[config.mk]
export PLATFORM = sky130hd
export DESIGN_NAME = hourly_calendar_counter_unit
export DESIGN_NICKNAME = d
export VERILOG_FILES = /design/src/hcc_pkg.sv /design/src/hourly_calendar_counter_unit.sv /design/src/hcc_in_stage.sv /design/src/hcc_core.sv
export SDC_FILE = /design/constraint.sdc
export NUM_CORES = 1
export LEC_CHECK = 0
export ABC_AREA = 0
export BUFFER_PORTS_ARGS = -buffer_cell sky130_fd_sc_hd__buf_2
export CAP_MARGIN = 20
export CELL_PAD_IN_SITES_DETAIL_PLACEMENT = 1
export CELL_PAD_IN_SITES_GLOBAL_PLACEMENT = 1
export CORE_MARGIN = 4
export CORE_UTILIZATION = 51
export CTS_CLUSTER_DIAMETER = 40
export DETAILED_ROUTE_END_ITERATION = 10
export HOLD_SLACK_MARGIN = 0.02
export PLACE_DENSITY_LB_ADDON = 0.12
export RECOVER_POWER = 50
export SYNTH_ARGS = -nofsm -noshare
export SYNTH_HDL_FRONTEND = slang
export SYNTH_SLANG_ARGS = --single-unit
[constraint.sdc]
create_clock -name i_clk -period 12.2 [get_ports i_clk]
set_clock_uncertainty 0.15 [all_clocks]
set_input_delay 2.44 -clock i_clk [delete_from_list [all_inputs] [get_ports i_clk]]
set_output_delay 2.44 -clock i_clk [all_outputs]
set_load 0.1 [all_outputs]
[src/hcc_pkg.sv]
package hcc_pkg;

    localparam int HourW  = 8;
    localparam int DayW   = 5;
    localparam int MonthW = 4;
    localparam int YearW  = 14;
    localparam int RemW   = 7;
    localparam int CentW  = 8;

    localparam logic [HourW-1:0]  HOURS_PER_DAY_RESET = 8'd24;
    localparam logic [DayW-1:0]   DAY_RESET           = 5'd1;
    localparam logic [MonthW-1:0] MONTH_RESET         = 4'd1;
    localparam logic [YearW-1:0]  YEAR_RESET          = 14'd2000;
    localparam logic [YearW-1:0]  YEAR_LAST           = 14'd9999;
    localparam logic [MonthW:0]   MONTHS_PER_YEAR     = 5'd12;
    localparam logic [RemW-1:0]   REM_LAST            = 7'd99;

    // floor(y / 100) = (y * 5243) >> 19, exact for every 14-bit year
    localparam logic [12:0] DIV100_MUL   = 13'd5243;
    localparam int          DIV100_SHIFT = 19;
    localparam logic [YearW-1:0] CENTURY = 14'd100;

    localparam logic [MonthW-1:0] M_FEB = 4'd2;
    localparam logic [MonthW-1:0] M_APR = 4'd4;
    localparam logic [MonthW-1:0] M_JUN = 4'd6;
    localparam logic [MonthW-1:0] M_SEP = 4'd9;
    localparam logic [MonthW-1:0] M_NOV = 4'd11;

    typedef enum logic {
        KIND_ADVANCE = 1'b0,
        KIND_LOAD    = 1'b1
    } t_kind;

    typedef struct packed {
        logic              valid;
        t_kind             kind;
        logic [HourW-1:0]  hour;
        logic [DayW-1:0]   day;
        logic [MonthW-1:0] month;
        logic [YearW-1:0]  year;
        logic [CentW-1:0]  cent;
    } t_in_req;

    function automatic logic [DayW-1:0] month_len(input logic [MonthW-1:0] month,
                                                  input logic leap);
        logic [DayW-1:0] len;
        len = 5'd31;
        unique case (month)
            M_FEB:                      len = leap ? 5'd29 : 5'd28;
            M_APR, M_JUN, M_SEP, M_NOV: len = 5'd30;
            default:                    len = 5'd31;
        endcase
        return len;
    endfunction

endpackage

[src/hourly_calendar_counter_unit.sv]
// a request is held in the input stage register, then taken into the calendar registers
// throughput: one request per cycle, sustained, with no output stall
// the calendar registers double as the result register; one update per request
// reset (synchronous, active low) gives 00h on 1 january 2000, 24-hour days,
// and empties both the input and the result stage
module hourly_calendar_counter_unit
    import hcc_pkg::*;
(
    input  logic              i_clk,
    input  logic              i_rst_n,
    input  logic              i_cfg_we,
    input  logic [HourW-1:0]  i_cfg_wdata,
    input  logic              i_in_valid,
    output logic              o_in_stall,
    input  logic              i_kind,
    input  logic [HourW-1:0]  i_load_hour,
    input  logic [DayW-1:0]   i_load_day,
    input  logic [MonthW-1:0] i_load_month,
    input  logic [YearW-1:0]  i_load_year,
    output logic              o_out_valid,
    input  logic              i_out_stall,
    output logic [HourW-1:0]  o_hour,
    output logic [DayW-1:0]   o_day,
    output logic [MonthW-1:0] o_month,
    output logic [YearW-1:0]  o_year
);

    logic [HourW-1:0] r_hours_per_day;
    logic             r_out_valid;
    logic             w_take;
    t_in_req          w_req;

    always_ff @(posedge i_clk) begin
        if (!i_rst_n) begin
            r_hours_per_day <= HOURS_PER_DAY_RESET;
        end else if (i_cfg_we) begin
            r_hours_per_day <= i_cfg_wdata;
        end
    end

    // a held request moves on once the result slot is empty or being read
    assign w_take = w_req.valid && (!r_out_valid || !i_out_stall);

    hcc_in_stage u_in_stage (
        .i_clk   (i_clk),
        .i_rst_n (i_rst_n),
        .i_valid (i_in_valid),
        .i_kind  (i_kind),
        .i_hour  (i_load_hour),
        .i_day   (i_load_day),
        .i_month (i_load_month),
        .i_year  (i_load_year),
        .i_take  (w_take),
        .o_stall (o_in_stall),
        .o_req   (w_req)
    );

    hcc_core u_core (
        .i_clk           (i_clk),
        .i_rst_n         (i_rst_n),
        .i_take          (w_take),
        .i_req           (w_req),
        .i_hours_per_day (r_hours_per_day),
        .o_hour          (o_hour),
        .o_day           (o_day),
        .o_month         (o_month),
        .o_year          (o_year)
    );

    always_ff @(posedge i_clk) begin
        if (!i_rst_n) begin
            r_out_valid <= 1'b0;
        end else if (w_take) begin
            r_out_valid <= 1'b1;
        end else if (!i_out_stall) begin
            r_out_valid <= 1'b0;
        end
    end

    assign o_out_valid = r_out_valid;

    a_time_holds_without_request: assert property (@(posedge i_clk) disable iff (!i_rst_n)
        !w_take |=> $stable({o_hour, o_day, o_month, o_year}))
        else $error("calendar changed with no request taken");

    a_stall_only_when_full: assert property (@(posedge i_clk) disable iff (!i_rst_n)
        o_in_stall |-> (w_req.valid && r_out_valid && i_out_stall))
        else $error("input stalled while the pipeline could move");

    a_hour_below_day_length: assert property (@(posedge i_clk) disable iff (!i_rst_n)
        (w_take && (w_req.kind == KIND_ADVANCE)) |=>
            ((o_hour < $past(r_hours_per_day)) || (o_hour == '0)))
        else $error("hour past the day length after an advance");

    a_no_result_lost: assert property (@(posedge i_clk) disable iff (!i_rst_n)
        (r_out_valid && i_out_stall) |=> r_out_valid)
        else $error("stalled result dropped");

endmodule

[src/hcc_in_stage.sv]
module hcc_in_stage
    import hcc_pkg::*;
(
    input  logic              i_clk,
    input  logic              i_rst_n,
    input  logic              i_valid,
    input  logic              i_kind,
    input  logic [HourW-1:0]  i_hour,
    input  logic [DayW-1:0]   i_day,
    input  logic [MonthW-1:0] i_month,
    input  logic [YearW-1:0]  i_year,
    input  logic              i_take,
    output logic              o_stall,
    output t_in_req           o_req
);

    logic              r_valid;
    logic              r_kind;
    logic [HourW-1:0]  r_hour;
    logic [DayW-1:0]   r_day;
    logic [MonthW-1:0] r_month;
    logic [YearW-1:0]  r_year;
    logic [CentW-1:0]  r_cent;
    logic [CentW-1:0]  n_cent;
    logic [YearW+12:0] w_prod;

    // century number of the load year, ahead of the register
    assign w_prod  = 27'(i_year) * 27'(DIV100_MUL);
    assign n_cent  = w_prod[DIV100_SHIFT +: CentW];
    assign o_stall = r_valid && !i_take;

    always_ff @(posedge i_clk) begin
        if (!i_rst_n) begin
            r_valid <= 1'b0;
        end else if (!o_stall) begin
            r_valid <= i_valid;
        end
    end

    always_ff @(posedge i_clk) begin
        if (i_valid && !o_stall) begin
            r_kind  <= i_kind;
            r_hour  <= i_hour;
            r_day   <= i_day;
            r_month <= i_month;
            r_year  <= i_year;
            r_cent  <= n_cent;
        end
    end

    always_comb begin
        o_req.valid = r_valid;
        o_req.kind  = t_kind'(r_kind);
        o_req.hour  = r_hour;
        o_req.day   = r_day;
        o_req.month = r_month;
        o_req.year  = r_year;
        o_req.cent  = r_cent;
    end

endmodule

[src/hcc_core.sv]
module hcc_core
    import hcc_pkg::*;
(
    input  logic              i_clk,
    input  logic              i_rst_n,
    input  logic              i_take,
    input  t_in_req           i_req,
    input  logic [HourW-1:0]  i_hours_per_day,
    output logic [HourW-1:0]  o_hour,
    output logic [DayW-1:0]   o_day,
    output logic [MonthW-1:0] o_month,
    output logic [YearW-1:0]  o_year
);

    logic [HourW-1:0]  r_hour,  n_hour;
    logic [DayW-1:0]   r_day,   n_day;
    logic [MonthW-1:0] r_month, n_month;
    logic [YearW-1:0]  r_year,  n_year;
    // year mod 100 and low bits of year div 100, kept alongside the year
    logic [RemW-1:0]   r_rem,   n_rem;
    logic [1:0]        r_cent,  n_cent;

    logic [HourW:0]    w_hour_inc;
    logic [DayW:0]     w_day_inc;
    logic [MonthW:0]   w_month_inc;
    logic [YearW-1:0]  w_load_rem;
    logic              w_leap;

    assign w_hour_inc  = {1'b0, r_hour} + 9'd1;
    assign w_day_inc   = {1'b0, r_day} + 6'd1;
    assign w_month_inc = {1'b0, r_month} + 5'd1;
    assign w_load_rem  = i_req.year - (14'(i_req.cent) * CENTURY);
    assign w_leap      = ((r_year[1:0] == 2'd0) && (r_rem != '0)) ||
                         ((r_rem == '0) && (r_cent == 2'd0));

    always_comb begin
        n_hour  = r_hour;
        n_day   = r_day;
        n_month = r_month;
        n_year  = r_year;
        n_rem   = r_rem;
        n_cent  = r_cent;
        if (i_req.kind == KIND_LOAD) begin
            n_hour  = i_req.hour;
            n_day   = i_req.day;
            n_month = i_req.month;
            n_year  = i_req.year;
            n_rem   = w_load_rem[RemW-1:0];
            n_cent  = i_req.cent[1:0];
        end else if (w_hour_inc < {1'b0, i_hours_per_day}) begin
            n_hour = w_hour_inc[HourW-1:0];
        end else begin
            n_hour = '0;
            if (w_day_inc <= {1'b0, month_len(r_month, w_leap)}) begin
                n_day = w_day_inc[DayW-1:0];
            end else begin
                n_day = DAY_RESET;
                if (w_month_inc <= MONTHS_PER_YEAR) begin
                    n_month = w_month_inc[MonthW-1:0];
                end else begin
                    n_month = MONTH_RESET;
                    if (r_year >= YEAR_LAST) begin
                        n_year = '0;
                        n_rem  = '0;
                        n_cent = 2'd0;
                    end else begin
                        n_year = r_year + 14'd1;
                        if (r_rem == REM_LAST) begin
                            n_rem  = '0;
                            n_cent = r_cent + 2'd1;
                        end else begin
                            n_rem = r_rem + 7'd1;
                        end
                    end
                end
            end
        end
    end

    always_ff @(posedge i_clk) begin
        if (!i_rst_n) begin
            r_hour  <= '0;
            r_day   <= DAY_RESET;
            r_month <= MONTH_RESET;
            r_year  <= YEAR_RESET;
            r_rem   <= '0;
            r_cent  <= 2'd0;
        end else if (i_take) begin
            r_hour  <= n_hour;
            r_day   <= n_day;
            r_month <= n_month;
            r_year  <= n_year;
            r_rem   <= n_rem;
            r_cent  <= n_cent;
        end
    end

    assign o_hour  = r_hour;
    assign o_day   = r_day;
    assign o_month = r_month;
    assign o_year  = r_year;

endmodule

==> impl_metrics.csv <==
group,metric,value,unit
routing,drt_iter0_markers,262,
floorplan,io_pins,78,
critical_path,regToRegSetupSlack,8350,ps
critical_path,required,12270,ps
timing,fmax,0.142,GHz
routing,wl_per_cell,19.6,um
job,maxCapViolations,2,
global_routing,grt_pass1_vias,6217,
critical_path,crit_chain,"clkbuf_1 > inv_1 > fa_1 > inv_1 > ha_1 > fa_1 > inv_1 > fa_1 > fa_1 > inv_1 > ha_1 > o21ai_0 > o221ai_1 > a21oi_1 > o211ai_1 > a2111o_1 > nand3_1",
floorplan,initial_utilization,52.0,%
final_layout,diodes,0,
routing,postRouteAntennaNets,0,
synth,synth_most_common_cell,"inv_1",
synth,ys_top_cells_by_area,"ha_1, fa_1, edfxtp_1",
critical_path,worst_setup_path_start_kind,"input port",
global_routing,grt_max_degree,45,
timing,tns,0,ps
routing,dr_wl_met3,712,um
routing,dr_wl_met2,10.2,mm
power_and_ir_drop,p_leak,3.87,nW
synth,yosysSeqAreaShare,28.1,%
placed_design,gp_congestion,0.860,
cts,cts_tree,"built",
critical_path,max_stage_delay,560,ps
critical_path,crit_fanout,6,
placed_design,dp_slack,4990,ps
timing,relSlewSlack,-31.9,%
synth,avgSynthCellArea,10.1,um^2
synth,synth_compound_area_share,14.1,%
cts,numCtsBuffers,9,
outcome,status,"finished, violations left",
routing,drt-total-wl,19.6,mm
final_layout,area_delta_synth_final,10.1,%
timing,hold_viol_final,0,
timing,period_share,57.6,%
floorplan,die_y,129,um
synth,syn-cell-area,7530,um^2
critical_path,ff2ff_path_depth,11,
min_path,hold_depth,2,
floorplan,dieArea,16800,um^2
timing,setup_viol,0,
power_and_ir_drop,power-per-cell-area,160,nW/um^2
cts,cts_sinks,87,
critical_path,r2r_start,"u_core.o_hour[2]",
critical_path,r2r_end,"u_core.r_rem[2]",
routing,dr.pass1.iters,4,
global_routing,grtUsageTotal,24.9,%
synth,synth_nets,964,
timing,period_minus_slack,7020,ps
power_and_ir_drop,power,1.33,mW
critical_path,slowest_stage,"fa_1",
synth,synth_cell_types,67,
synth,synth-seq-cells,87,
synth,synth_mux_area_share,1.21,%
critical_path,arrival,7090,ps
placed_design,numPortBuffers,77,
routing,remaining_drc_errors,0,
cts,cts_buffer_depth,2,
outcome,violations,"max-capacitance violations, max-slew violations",
synth,postSynthCellCount,745,
cts,ctsHoldBuffers,0,
power_and_ir_drop,irDropWorstVdd,71.7,uV
timing,drv_slew,60,
critical_path,critPathCaptureType,"register",
timing,hold_ws,358,ps
final_layout,drive_above_1_share,11.5,%
critical_path,worstPathBufferInverterCount,5,
synth,synth_top_family_by_area,"adder cells",
cts,clkTransAtPathRegs,60,ps
placed_design,hpwl,15.7,mm
critical_path,cp_top_family,"adder cells",
routing,num_vias,5724,
synth,ys_warn_count,0,
synth,yosys.area_share.xor_xnor,3.44,%
cts,htreeDepth,3,
global_routing,grt_overflow,0,
global_routing,grt_pass1_wl,32.5,mm
min_path,hp-class,"register to register",
global_routing,antenna_found_initial,0,
synth,synth_top_cell_area_share,18.5,%
critical_path,worstSetupPathType,"input port to register",
floorplan,rows,44,
routing,top_layer,"met4",
cts,postCtsSetupRepairBufs,0,
routing,drt-met1-wl,8.21,mm
synth,ys_top_cells_by_count,"inv_1, ha_1, fa_1",
cts,clockRootBuffer,"clkbuf_16",
min_path,hp-start,"r_hours_per_day[5]",
timing,max_slew.worst_pin.slew,1980,ps
timing,rsz0062_at_grt,"false",
routing,vias_per_cell,5.72,
timing,fin_ws,5180,ps
synth,synthFlopType,"dfxtp_1",
synth,synthAdderAreaFrac,35.2,%
min_path,hold_end,"r_hours_per_day[5]",
synth,yosysTopAreaCell,"ha_1",
synth,synth_enable_flop_cells,37,
cts,ctsResizeCount,0,
final_layout,nets,1031,
synth,synth-simple-area-share,9.39,%
floorplan,fp.dieW,129,um
floorplan,design.core.area,14500,um^2
synth,synth_async_sr_flop_share,0,%
final_layout,layoutNonFillerInstCount,1001,
cts,clk_latency,350,ps
placed_design,dp.cells,985,
## report_power, final
group / switching, mW / internal (mW) / total [mW]
Sequential: 0.0181 / 0.336 / 0.354
Combinational: 0.414 / 0.292 / 0.706
Clock: 0.116 / 0.149 / 0.265
Total: 0.548 / 0.777 / 1.33
## final cells by class
| cell class | count | area, um^2 |
|---|---|---|
| repair buffers | 80 | 379 |
| clock inverters | 3 | 16.3 |
| inverters | 138 | 518 |
| clock buffers | 13 | 260 |
| fillers | 1625 | 6190 |
| flip-flops and latches | 87 | 2110 |
| multi-input cells | 496 | 4770 |
| well taps | 184 | 230 |
## layout by cell type, fill, tap and decap left out, types with 21 or more instances in the layout
cell        n
edfxtp_1   37
a21oi_1    29
nor2_1     35
fa_1       63
dfxtp_1    50
clkbuf_1   21
ha_1      111
nand2_1    35
buf_2      60
inv_1     138
## routing by layer
layer | GRT usage, % | up-vias
met4 | 8.37 | 0
li1 | - | 2717
met3 | 3.63 | 29
met5 | 0 | -
met2 | 44.0 | 96
met1 | 31.2 | 2882
## worst register-to-register path, stage by stage (launching register included)
cell and delay [ps]:
dfxtp_1 460, and3_1 220, and3_1 270, nand3_1 120, xnor2_1 220, ha_1 300, a211o_1 310, a211oi_2 210
o21ai_2 220, o2111ai_4 800, a211oi_1 140, a31o_2 320
## flip-flops by register name, summed over array words and instances (netlist names), 5 cells and up
name               cells
r_hours_per_day        8
u_core.o_day           5
u_core.o_hour          8
u_core.o_year         14
u_core.r_rem           7
u_in_stage.r_cent      5
u_in_stage.r_day       5
u_in_stage.r_hour      8
u_in_stage.r_year     14
## logic make-up after synthesis
| family | after synthesis |
|---|---|
| mux | 9 |
| simple gates | 144 |
| compound gates | 141 |
| fa+ha+maj | 174 |
| buf+inv | 162 |
| flops | 87 |
| xor+xnor | 28 |
## stage by stage
| stage | instance area, um^2 | utilization [%] |
|---|---|---|
| 6_report | 8290 | 57.2 |
| 2_1_floorplan | 7530 | - |
| 5_1_grt | 8290 | 57.2 |
| 4_1_cts | 8340 | 57.6 |
| 3_3_place_gp | 8040 | 55.5 |
| 3_5_place_dp | 8070 | 55.7 |
## how the worst max path moves through the flow
stage | from | end | depth (start not counted) | slack, ps
global placement | i_load_year[4] | u_in_stage.r_cent[4] | 17 | 5250
global route | i_load_year[4] | u_in_stage.r_cent[4] | 17 | 4970
detailed placement | i_load_year[4] | u_in_stage.r_cent[4] | 17 | 4990
finish | i_load_year[4] | u_in_stage.r_cent[4] | 17 | 5180
CTS | i_load_year[4] | u_in_stage.r_cent[4] | 17 | 5350
floorplan | i_load_year[5] | u_in_stage.r_cent[4] | 16 | 5720
No activity file was read; power rests on OpenSTA's default activity.
